[config.mk]
export PLATFORM = sky130hd
export DESIGN_NAME = multiply_divide_accumulate_unit_core_flat
export DESIGN_NICKNAME = d
export VERILOG_FILES = /design/src/sv/mdau_pkg.sv /design/src/sv/mdau_req_if.sv /design/src/sv/mdau_rsp_if.sv /design/src/sv/multiply_divide_accumulate_unit_core.sv /design/src/flat_wrapper.sv
export SDC_FILE = /design/constraint.sdc
export NUM_CORES = 1
export LEC_CHECK = 0
export BUFFER_PORTS_ARGS = -buffer_cell sky130_fd_sc_hd__buf_4
export CAP_MARGIN = 40
export CORE_AREA = 5 5 225 227
export DETAILED_ROUTE_END_ITERATION = 8
export DIE_AREA = 0 0 230 232
export GPL_ROUTABILITY_DRIVEN = 1
export RECOVER_POWER = 50
export SLEW_MARGIN = 5
export SYNTH_ARGS = -nofsm -noshare
export SYNTH_HDL_FRONTEND = slang
export SYNTH_SLANG_ARGS = --single-unit
[constraint.sdc]
create_clock -name clk -period 9.95 [get_ports clk]
set_clock_uncertainty 0.1 [all_clocks]
set_input_delay 0.995 -clock clk [delete_from_list [all_inputs] [get_ports clk]]
set_output_delay 0.995 -clock clk [all_outputs]
set_load 0.05 [all_outputs]
[src/sv/mdau_pkg.sv]
`timescale 1ns / 1ps
package mdau_pkg;

	// Field widths of one bus access and of its answer
	localparam int unsigned KIND_W = 1;
	localparam int unsigned SEL_W  = 4;
	localparam int unsigned DATA_W = 8;

	// Operand, product and sum widths
	localparam int unsigned OPND_W = 16;
	localparam int unsigned PROD_W = 32;
	localparam int unsigned SUM_W  = 40;

	// Access kinds
	localparam logic [KIND_W-1:0] KIND_READ  = 1'b0;
	localparam logic [KIND_W-1:0] KIND_WRITE = 1'b1;

	// Register map
	localparam logic [SEL_W-1:0] SEL_CTRL = 4'd0;
	localparam logic [SEL_W-1:0] SEL_A_LO = 4'd1;
	localparam logic [SEL_W-1:0] SEL_A_HI = 4'd2;
	localparam logic [SEL_W-1:0] SEL_B_LO = 4'd3;
	localparam logic [SEL_W-1:0] SEL_B_HI = 4'd4;
	localparam logic [SEL_W-1:0] SEL_RES0 = 4'd5;
	localparam logic [SEL_W-1:0] SEL_RES4 = 4'd9;
	localparam logic [SEL_W-1:0] SEL_OVF  = 4'd10;

	// Read answers
	localparam logic [DATA_W-1:0] RD_NONE  = 8'hFF;
	localparam logic [DATA_W-1:0] RD_WRITE = 8'h00;

	// Control register bits
	localparam int unsigned CTRL_DIV_BIT = 0;
	localparam int unsigned CTRL_ACC_BIT = 1;

	// Serial step counts (count runs down to zero)
	localparam logic [3:0] MUL_STEPS_M1 = 4'd14;
	localparam logic [3:0] DIV_STEPS_M1 = 4'd15;

	// Arithmetic sequencer states
	typedef enum logic [3:0] {
		ST_IDLE = 4'b0001,
		ST_MUL  = 4'b0010,
		ST_DIV  = 4'b0100,
		ST_FIX  = 4'b1000
	} mdau_state_t;

endpackage

[src/sv/mdau_req_if.sv]
`timescale 1ns / 1ps
interface mdau_req_if;
	logic                             valid;
	logic                             ready;
	logic [mdau_pkg::KIND_W-1:0]      kind;
	logic [mdau_pkg::SEL_W-1:0]       reg_select;
	logic [mdau_pkg::DATA_W-1:0]      write_data;

	modport source (output valid, kind, reg_select, write_data, input ready);
	modport sink (input valid, kind, reg_select, write_data, output ready);
endinterface

[src/sv/mdau_rsp_if.sv]
`timescale 1ns / 1ps
interface mdau_rsp_if;
	logic                             valid;
	logic                             ready;
	logic [mdau_pkg::DATA_W-1:0]      read_data;

	modport source (output valid, read_data, input ready);
	modport sink (input valid, read_data, output ready);
endinterface

[src/sv/multiply_divide_accumulate_unit_core.sv]
`timescale 1ns / 1ps
// Register-mapped multiply / divide / accumulate unit.
// req carries one bus access per item: kind (read or write), reg_select and
// write_data. rsp returns one item per access: the byte read, or 0 for writes.
// Reads of the result bytes and the overflow flag answer from the current
// state; other registers read 0xFF.
// Every accepted access places its answer in a two-entry output queue at
// acceptance, so rsp.valid is high in the cycle after acceptance.
// Writing operand B high starts the selected operation on a shared radix-2
// sequencer: multiply and accumulate take 15 shift-add steps plus one final
// step, divide takes 16 restoring steps plus one sign-fix step. req.ready
// stays low while the sequencer runs; a zero divisor finishes at once.
// When the receiver stalls, up to two answers wait in the queue; req.ready
// drops when the queue is full and no answer leaves in that cycle.
// Reset clears operands, result sum, overflow flag, modes, the sequencer state
// and step count, and empties the output queue.
module multiply_divide_accumulate_unit_core (
	input  logic       clk,
	input  logic       arst_n,
	mdau_req_if.sink   req,
	mdau_rsp_if.source rsp
);

	// Architectural state
	logic [mdau_pkg::OPND_W-1:0] operand_a_q;
	logic [mdau_pkg::OPND_W-1:0] operand_b_q;
	logic [mdau_pkg::SUM_W-1:0]  result_sum_q;
	logic                        ovf_q;
	logic                        div_mode_q;
	logic                        acc_mode_q;

	// Sequencer
	mdau_pkg::mdau_state_t       state_q;
	logic [3:0]                  step_q;
	logic [mdau_pkg::OPND_W-1:0] opnd_q;
	logic [mdau_pkg::OPND_W-1:0] sh_q;
	logic [mdau_pkg::OPND_W-1:0] rem_q;
	logic [mdau_pkg::PROD_W-1:0] prod_q;
	logic                        neg_q;

	// Output queue
	logic [1:0]                  out_cnt_q;
	logic [mdau_pkg::DATA_W-1:0] head_q;
	logic [mdau_pkg::DATA_W-1:0] tail_q;

	logic                        acc_in;
	logic                        wr;
	logic                        start;
	logic                        div_op;
	logic                        pop;
	logic [mdau_pkg::OPND_W-1:0] new_b;
	logic [mdau_pkg::OPND_W-1:0] abs_a;
	logic [mdau_pkg::PROD_W-1:0] a_ext;
	logic [mdau_pkg::PROD_W-1:0] prod_init;
	logic [mdau_pkg::PROD_W-1:0] opnd_ext;
	logic [mdau_pkg::PROD_W-1:0] mul_next;
	logic [mdau_pkg::OPND_W:0]   trial;
	logic [mdau_pkg::OPND_W+1:0] diff;
	logic                        q_bit;
	logic                        r_zero;
	logic [mdau_pkg::OPND_W-1:0] q_fix;
	logic [mdau_pkg::OPND_W-1:0] r_fix;
	logic [mdau_pkg::SUM_W+1:0]  acc_sum;
	logic [2:0]                  byte_idx;
	logic [mdau_pkg::DATA_W-1:0] rd_data;

	// Handshake
	assign acc_in    = req.valid && req.ready;
	assign pop       = rsp.valid && rsp.ready;
	assign req.ready = (state_q == mdau_pkg::ST_IDLE) && ((out_cnt_q != 2'd2) || rsp.ready);
	assign rsp.valid = (out_cnt_q != 2'd0);
	assign rsp.read_data = head_q;

	assign wr     = acc_in && (req.kind == mdau_pkg::KIND_WRITE);
	assign start  = wr && (req.reg_select == mdau_pkg::SEL_B_HI);
	assign div_op = div_mode_q && !acc_mode_q;
	assign new_b  = {req.write_data, operand_b_q[7:0]};

	// Operand preparation
	assign abs_a     = operand_a_q[15] ? 16'(~operand_a_q + 16'd1) : operand_a_q;
	assign a_ext     = {{16{operand_a_q[15]}}, operand_a_q};
	assign prod_init = new_b[15] ? 32'(~a_ext + 32'd1) : '0;

	// One shift-add step: P = 2P + a * b_i
	assign opnd_ext = {{16{opnd_q[15]}}, opnd_q};
	assign mul_next = {prod_q[30:0], 1'b0} + (sh_q[15] ? opnd_ext : '0);

	// One restoring divide step
	assign trial = {rem_q, sh_q[15]};
	assign diff  = {1'b0, trial} - {2'b00, opnd_q};
	assign q_bit = !diff[17];

	// Floor correction for a negative dividend
	assign r_zero = (rem_q == '0);
	always_comb begin
		if (!neg_q) begin
			q_fix = sh_q;
			r_fix = rem_q;
		end else if (r_zero) begin
			q_fix = 16'(~sh_q + 16'd1);
			r_fix = rem_q;
		end else begin
			q_fix = ~sh_q;
			r_fix = 16'(opnd_q - rem_q);
		end
	end

	// Exact sum of the unsigned total and the signed product
	assign acc_sum = {2'b00, result_sum_q} + {{10{prod_q[31]}}, prod_q};

	// Read answer
	assign byte_idx = 3'(req.reg_select - mdau_pkg::SEL_RES0);
	always_comb begin
		if (req.kind == mdau_pkg::KIND_WRITE) begin
			rd_data = mdau_pkg::RD_WRITE;
		end else if (req.reg_select inside {[mdau_pkg::SEL_RES0:mdau_pkg::SEL_RES4]}) begin
			rd_data = result_sum_q[{byte_idx, 3'b000} +: 8];
		end else if (req.reg_select == mdau_pkg::SEL_OVF) begin
			rd_data = {ovf_q, 7'b0};
		end else begin
			rd_data = mdau_pkg::RD_NONE;
		end
	end

	// Register writes and the sequencer
	always_ff @(posedge clk or negedge arst_n) begin
		if (!arst_n) begin
			operand_a_q  <= '0;
			operand_b_q  <= '0;
			result_sum_q <= '0;
			ovf_q        <= 1'b0;
			div_mode_q   <= 1'b0;
			acc_mode_q   <= 1'b0;
			state_q      <= mdau_pkg::ST_IDLE;
			step_q       <= '0;
		end else begin
			if (wr) begin
				case (req.reg_select)
					mdau_pkg::SEL_CTRL: begin
						div_mode_q <= req.write_data[mdau_pkg::CTRL_DIV_BIT];
						acc_mode_q <= req.write_data[mdau_pkg::CTRL_ACC_BIT];
						if (req.write_data[mdau_pkg::CTRL_ACC_BIT]) begin
							result_sum_q <= '0;
						end
					end
					mdau_pkg::SEL_A_LO: operand_a_q[7:0]  <= req.write_data;
					mdau_pkg::SEL_A_HI: operand_a_q[15:8] <= req.write_data;
					mdau_pkg::SEL_B_LO: operand_b_q[7:0]  <= req.write_data;
					mdau_pkg::SEL_B_HI: begin
						operand_b_q <= '0;
						if (div_op) begin
							operand_a_q <= '0;
							if (new_b == '0) begin
								result_sum_q <= '0;
							end else begin
								state_q <= mdau_pkg::ST_DIV;
								step_q  <= mdau_pkg::DIV_STEPS_M1;
							end
						end else begin
							state_q <= mdau_pkg::ST_MUL;
							step_q  <= mdau_pkg::MUL_STEPS_M1;
						end
					end
					default: ;
				endcase
			end

			// Advance the sequencer
			case (state_q)
				mdau_pkg::ST_MUL, mdau_pkg::ST_DIV: begin
					step_q <= 4'(step_q - 4'd1);
					if (step_q == '0) begin
						state_q <= mdau_pkg::ST_FIX;
					end
				end
				mdau_pkg::ST_FIX: begin
					state_q <= mdau_pkg::ST_IDLE;
					if (acc_mode_q) begin
						result_sum_q <= acc_sum[mdau_pkg::SUM_W-1:0];
						ovf_q        <= (acc_sum[41:40] != 2'b00);
					end else if (!div_mode_q) begin
						result_sum_q <= {8'b0, prod_q};
					end else begin
						result_sum_q <= {8'b0, r_fix, q_fix};
					end
				end
				default: ;
			endcase
		end
	end

	// Shift registers of the serial datapath
	always_ff @(posedge clk) begin
		if (start) begin
			neg_q  <= operand_a_q[15];
			rem_q  <= '0;
			prod_q <= prod_init;
			if (div_op) begin
				opnd_q <= new_b;
				sh_q   <= abs_a;
			end else begin
				opnd_q <= operand_a_q;
				sh_q   <= {new_b[14:0], 1'b0};
			end
		end else if (state_q == mdau_pkg::ST_MUL) begin
			prod_q <= mul_next;
			sh_q   <= {sh_q[14:0], 1'b0};
		end else if (state_q == mdau_pkg::ST_DIV) begin
			rem_q <= q_bit ? diff[15:0] : trial[15:0];
			sh_q  <= {sh_q[14:0], q_bit};
		end
	end

	// Output queue control
	always_ff @(posedge clk or negedge arst_n) begin
		if (!arst_n) begin
			out_cnt_q <= '0;
		end else if (acc_in && !pop) begin
			out_cnt_q <= 2'(out_cnt_q + 2'd1);
		end else if (pop && !acc_in) begin
			out_cnt_q <= 2'(out_cnt_q - 2'd1);
		end
	end

	// Output queue data
	always_ff @(posedge clk) begin
		if (acc_in && pop) begin
			if (out_cnt_q == 2'd2) begin
				head_q <= tail_q;
				tail_q <= rd_data;
			end else begin
				head_q <= rd_data;
			end
		end else if (acc_in) begin
			if (out_cnt_q == 2'd0) begin
				head_q <= rd_data;
			end else begin
				tail_q <= rd_data;
			end
		end else if (pop) begin
			head_q <= tail_q;
		end
	end

`ifndef NO_ASSERTIONS
	a_queue_bound: assert property (@(posedge clk) disable iff (!arst_n)
		out_cnt_q != 2'd3)
		else $error("output queue count out of range");

	a_start_clears_b: assert property (@(posedge clk) disable iff (!arst_n)
		start |=> operand_b_q == '0)
		else $error("operand B not cleared after start");

	a_fix_ends: assert property (@(posedge clk) disable iff (!arst_n)
		state_q == mdau_pkg::ST_FIX |=> state_q == mdau_pkg::ST_IDLE)
		else $error("sequencer did not finish after final step");

	a_no_accept_busy: assert property (@(posedge clk) disable iff (!arst_n)
		(state_q == mdau_pkg::ST_MUL || state_q == mdau_pkg::ST_DIV) |-> !acc_in)
		else $error("item accepted while sequencer busy");

	a_rsp_after_accept: assert property (@(posedge clk) disable iff (!arst_n)
		acc_in |=> rsp.valid)
		else $error("answer missing after accepted item");
`endif

endmodule

[src/flat_wrapper.sv]
// flat-port wrapper written by rule: the top's interface ports become plain ports
module multiply_divide_accumulate_unit_core_flat 
  (clk, arst_n, req_valid, req_kind, req_reg_select, req_write_data, req_ready, rsp_valid, rsp_read_data, rsp_ready);
  mdau_req_if req_i ();
  mdau_rsp_if rsp_i ();
  input  logic clk;
  input  logic arst_n;
  input wire logic [$bits(req_i.valid)-1:0] req_valid;
  input wire logic [$bits(req_i.kind)-1:0] req_kind;
  input wire logic [$bits(req_i.reg_select)-1:0] req_reg_select;
  input wire logic [$bits(req_i.write_data)-1:0] req_write_data;
  output wire logic [$bits(req_i.ready)-1:0] req_ready;
  output wire logic [$bits(rsp_i.valid)-1:0] rsp_valid;
  output wire logic [$bits(rsp_i.read_data)-1:0] rsp_read_data;
  input wire logic [$bits(rsp_i.ready)-1:0] rsp_ready;
  assign req_i.valid = req_valid;
  assign req_i.kind = req_kind;
  assign req_i.reg_select = req_reg_select;
  assign req_i.write_data = req_write_data;
  assign req_ready = req_i.ready;
  assign rsp_valid = rsp_i.valid;
  assign rsp_read_data = rsp_i.read_data;
  assign rsp_i.ready = rsp_ready;
  multiply_divide_accumulate_unit_core u_core (.clk(clk), .arst_n(arst_n), .req(req_i), .rsp(rsp_i));
endmodule
---- Yosys cells after proc, flatten, opt, wreduce, memory -nomap -nowiden ----
Index checks and enable logic that the tools add are counted.
word-level totals
  register bits after elaboration ......... 174
  output and inout bits ................... 10
  word-level logic and storage cells ...... 151
operators by class
  $add $sub $neg .......................... 11
  $lt $le $gt $ge ......................... 2
  eq/ne operators ......................... 19
  shift operators ......................... 1
  muxes and demuxes ....................... 52
  bitwise operators ....................... 4
  reductions and logical operators ........ 45
operator list
  cell                                            count
  2-to-1 mux 40 bit                               6
  2-to-1 mux 16 bit                               12
  2-to-1 mux 32 bit                               5
  2-to-1 mux 8 bit                                12
  one-hot mux 40 bit (2 select lines)             1
  one-hot mux 8 bit (2 select lines)              3
  adder 41 x 32 -> 42 bit                         1
  2-to-1 mux 4 bit                                10
  indexed part select 40 x 7 -> 8 bit             1
  adder 16 x 1 -> 16 bit (second input constant)  2
  adder 32 x 1 -> 32 bit (second input constant)  1
  adder 32 bit                                    1
  logical NOT 16 bit                              2
  inverter 16 bit                                 2
  inverter 32 bit                                 1
  nonzero test 2 bit                              11
  subtractor 17 x 16 -> 18 bit                    1
  subtractor 16 bit                               1
  == test 4 x 2 -> 1 bit (second input constant)  3
  AND reduction 3 bit                             4
  logical AND 1 bit                               10
  AND reduction 2 bit                             5
  inequality test 3 bit (second input constant)   3
  nonzero test 3 bit                              3
  other kinds (22)                                33

---- Depth between registers and ports, before layout ----
  depth in word-level cells ............... 8
  depth in mapped cells ................... 14
  gate-level depth less buffers ........... 14

---- Worst setup path before layout ----
Ideal clock, no wire load.
  path kind ............................... input to register
  start point ............................. in rsp_ready
  end point ............................... reg u_core.prod_q[10] in the netlist's numbering, data pin
  library setup time ...................... 0.292 ns
  arrival time ............................ 4.406 ns
  required time ........................... 9.558 ns
  setup slack ............................. 5.151 ns
  stages on the path ...................... 8
  buffers on the path ..................... 2
  cell sequence ........................... nor2_1 nor4bb_1 and3_1 nand2_1 inv_1 clkbuf_1 clkbuf_1 o22ai_1
between the ends
  word-level cells in the longest chain between the ends .. 6
RTL lines
  item                    line                                         text
  start, declared         flat_wrapper.sv:15                           input wire logic [$bits(rsp_i.ready)-1:0] rsp_ready;
  logical OR 1 bit        multiply_divide_accumulate_unit_core.sv:70   assign req.ready = (state_q == mdau_pkg::ST_IDLE) && ((out_cnt_q != 2'd2) || rsp.ready);
  logical AND 1 bit       multiply_divide_accumulate_unit_core.sv:70
  named net req_ready     flat_wrapper.sv:12                           output wire logic [$bits(req_i.ready)-1:0] req_ready;
  logical AND 1 bit       multiply_divide_accumulate_unit_core.sv:68   assign acc_in = req.valid && req.ready;
  logical AND 1 bit       multiply_divide_accumulate_unit_core.sv:74   assign wr = acc_in && (req.kind == mdau_pkg::KIND_WRITE);
  logical AND 1 bit       multiply_divide_accumulate_unit_core.sv:75   assign start = wr && (req.reg_select == mdau_pkg::SEL_B_HI);
  named net u_core.start  multiply_divide_accumulate_unit_core.sv:48   logic start;
  2-to-1 mux 32 bit       multiply_divide_accumulate_unit_core.sv:194  if (start) begin
  end signal, assigned    multiply_divide_accumulate_unit_core.sv:197  prod_q <= prod_init;
  end signal, assigned    multiply_divide_accumulate_unit_core.sv:206  prod_q <= mul_next;
  end, declared           multiply_divide_accumulate_unit_core.sv:38   logic [mdau_pkg::PROD_W-1:0] prod_q;
The timed path passes the listed nets, and every way through them passes these cells.
A chain may end at the register's enable or synchronous reset.

---- Worst setup path after layout ----
  start point ............................. in req_reg_select[0]
  end point ............................... reg u_core.sh_q[6] in the netlist's numbering, enable pin
between the ends
  word-level cells in the longest chain between the ends .. 3
RTL lines
  item                          line                                         text
  start, declared               flat_wrapper.sv:10                           input wire logic [$bits(req_i.reg_select)-1:0] req_reg_select;
  == test 4 x 3 -> 1 bit        multiply_divide_accumulate_unit_core.sv:75
  logical AND 1 bit             multiply_divide_accumulate_unit_core.sv:75
  nonzero test 3 bit (no line)  --
  end signal, assigned          multiply_divide_accumulate_unit_core.sv:200  sh_q <= abs_a;
  end signal, assigned          multiply_divide_accumulate_unit_core.sv:203  sh_q <= {new_b[14:0], 1'b0};
  end signal, assigned          multiply_divide_accumulate_unit_core.sv:207  sh_q <= {sh_q[14:0], 1'b0};
  end, declared                 multiply_divide_accumulate_unit_core.sv:36   logic [mdau_pkg::OPND_W-1:0] sh_q;
Every way passes these cells.

==> results.yml <==
sta:
  period_needed_ns: 5.662
  setup_tns_ns: 0
  setup_viol: 0
  max_freq_mhz: 176.6
  rsz0062_at_grt: "no"
  worst_pin_slew_ns: 2.679
  slew_headroom: -0.7859
  post-route-period-util: 0.5691
  slew_viol_final: 202
  finalHoldViolations: 0
synth:
  synth_top_area_share: 0.1701
  synth.most_common_cell: "nand2_1"
  synth_seq_area_share: 0.3273
  synthDistinctLibCells: 81
  synth-edff-count: 81
  ys_ff_latch: 174
  syn_area_mm2: 0.01430
  synth.largest_area_cell: "edfxtp_1"
  synth-async-reset-ratio: 0.4425
  yosys_most_used_dff: "edfxtp_1"
  syn_nets: 1798
  synth_area_leaders: "edfxtp_1 17%, dfrtp_1 13%, ha_1 10%, o21ai_0 5.3%, nand2_1 4.8%"
  synthCells: 1663
  synth_area_per_cell_um2: 8.599
  synthTopCellsByCount: "184 x nand2_1, 152 x o21ai_0, 129 x a21oi_1"
  yosysWarnings: 0
critical_path:
  crit_fanout: 53
  cp-start-kind: "input pin"
  cp_common_cell: "clkbuf_1"
  cp_slowest_cell: "clkbuf_1"
  critPathRequiredTime_ns: 9.72
  cp-end-kind: "flip-flop"
  worstPathArrival_ns: 5.44
  crit_path_cell_trace: "clkbuf_1 -> inv_1 -> ha_1 -> and3b_1 -> nand2_1 -> clkbuf_1 -> nand3_1"
  critPathKind: "in -> reg"
  r2r_cells: 7
  critical_path.max_stage_delay_ns: 1.62
power_and_ir_drop:
  power.density_mw_per_mm2: 267.3
  p_leak_nw: 6.616
  vdd_drop_max_mv: 0.1624
global_route:
  grt_max_degree: 62
  grt_usage: 0.1648
  overflow: 0
  grt_pass1_vias: 11810
  antenna_found_initial: 0
  grt_first_pass_wirelength_mm: 69.41
final_layout:
  fin_util: 0.3251
  syn_to_final_growth_pct: 10.13
  n_antenna_cell: 0
  drive_above_1_share: 0.07190
  layout.nets: 1791
  n_fill_cell: 5096
job:
  cap_violations: 5
placement:
  place_hpwl_mm: 35.02
  portBuffers: 26
  gp_congestion: 0.9681
drt:
  first_pass_iters: 7
  wl_per_cell_um: 19.69
  drc: 0
  vias_per_cell: 5.489
  via_count: 12580
  drtIter0Drc: 1254
  drt-total-wl_mm: 45.10
  ant_nets: 0
clock_tree:
  cts_resized: 0
  ctsHoldBuffers: 0
  clock_path_buffers: 2
  cts_tree: "yes"
  cts_root_buf: "clkbuf_16"
  numClockSinks: 174
  cts_max_level: 4
  cts_made_buffers: 17
  cts.clk_slew.worst_paths_ns: 0.08
  clock_latency_ns: 0.45
  post_cts_buffers: 0
die:
  coreArea_mm2: 0.04844
  dieArea_mm2: 0.05336
  dieWidth_um: 230
  die_h_um: 232
  start_util: 0.2952
  pin_count: 27
  placementRows: 81
run_status:
  violations: "capacitance limit, slew limit"
  status: "complete, but fails checks"
min_path:
  min_path_type: "reg -> reg"
  hold_depth: 1
-- logic make-up (layout without fill, tap and decap cells) --
kind of cell	after synthesis	in the layout	share of synthesized area
adders and majority gates	118	118	0.1053
DFF	174	174	0.3273
muxes	57	57	0.04900
buffers and inverters	147	153	0.03894
and+or+nand+nor	517	517	0.1723
AOI/OAI and AO/OA	529	529	0.2330
xor gates and xnor gates	121	121	0.07411
-- state kept, by name, indices dropped and copies added, names as in the netlist --
| register | count |
|---|---|
| u_core.prod_q | 32 |
| u_core.acc_mode_q | 1 |
| u_core.sh_q | 16 |
| u_core.ovf_q | 1 |
| u_core.rsp.read_data | 8 |
| u_core.tail_q | 8 |
| u_core.step_q | 4 |
| u_core.rem_q | 16 |
| u_core.div_mode_q | 1 |
| u_core.operand_a_q | 16 |
| u_core.state_q | 4 |
| u_core.out_cnt_q | 2 |
| u_core.opnd_q | 16 |
| u_core.result_sum_q | 40 |
| u_core.operand_b_q | 8 |
| u_core.neg_q | 1 |
-- routing by layer --
layer / GRT usage / part of all wire
met4: 0.06090 / 0.031
met1: 0.2323 / 0.46
met5: 0 / 0
met3: 0.01969 / 0.059
met2: 0.2607 / 0.45
-- critical path: cells and delay by family --
| kind | cells | cell delay, ns |
|---|---|---|
| AND/OR/NAND/NOR | 3 | 1.60 |
| buffers and inverters | 3 | 2.50 |
| adder cells (fa/ha/maj) | 1 | 0.32 |
-- final timing paths --
path                                                 start                             endpoint  slack [ns]
min in group asynchronous                           arst_n  u_core.result_sum_q[21]$_DFFE_PN0P_        0.96
max reg2reg                u_core.out_cnt_q[0]$_DFFE_PN0P_             u_core.sh_q[6]$_DFFE_PP_        5.20
max in group asynchronous                           arst_n        u_core.div_mode_q$_DFFE_PN0P_        5.27
min reg2reg                u_core.out_cnt_q[1]$_DFFE_PN0P_      u_core.out_cnt_q[1]$_DFFE_PN0P_        0.38
max                                      req_reg_select[0]             u_core.sh_q[6]$_DFFE_PP_        4.29
min                        u_core.out_cnt_q[1]$_DFFE_PN0P_      u_core.out_cnt_q[1]$_DFFE_PN0P_        0.38
-- through the flow --
stage	cell area, µm²	std cells	hold WS (ns)	power, W	setup slack [ns]
global route	15750	2291	0.4130	0.004499	3.687
CTS	15810	2291	0.3892	0.004207	5.940
detailed placement	15160	2259	0.3748	0.003436	5.960
floorplan	14300	1663	0.3559	0.002843	5.151
finish	15750	2291	0.3833	0.004210	4.288
global placement	15140	2256	0.3765	0.003406	5.999
-- layout make-up --
type / instances / area, µm² / area share
clock buffer: 17 / 425.4 / 0.02701
clock inverter: 15 / 226.5 / 0.01438
inverter: 79 / 296.5 / 0.01883
multi-input combinational: 1342 / 9092 / 0.5773
sequential: 174 / 4682 / 0.2973
tap: 622 / 778.2 / 0.04942
timing repair buffer: 42 / 247.7 / 0.01573
-- power breakdown --
part | leakage (nW) | switching, W | total (W) | internal, W
clock network | 0.313 | 0.000328 | 0.000759 | 0.000430
registers | 1.76 | 0.000276 | 0.00128 | 0.000999
logic | 4.55 | 0.00130 | 0.00218 | 0.000880
total | 6.62 | 0.00190 | 0.00421 | 0.00231
-- cells in the final DEF (no fill, tap or decap), types with 24 or more instances in the layout --
master / instances
a211oi_1: 28
a21o_1: 41
a21oi_1: 129
buf_4: 24
dfrtp_1: 75
edfxtp_1: 81
ha_1: 114
inv_1: 76
mux2_2: 24
mux2i_1: 25
nand2_1: 184
nand3_1: 32
nor2_1: 127
nor3_1: 37
o21ai_0: 152
xnor2_1: 65
xor2_1: 56
No activity file was read; power rests on OpenSTA's default activity.
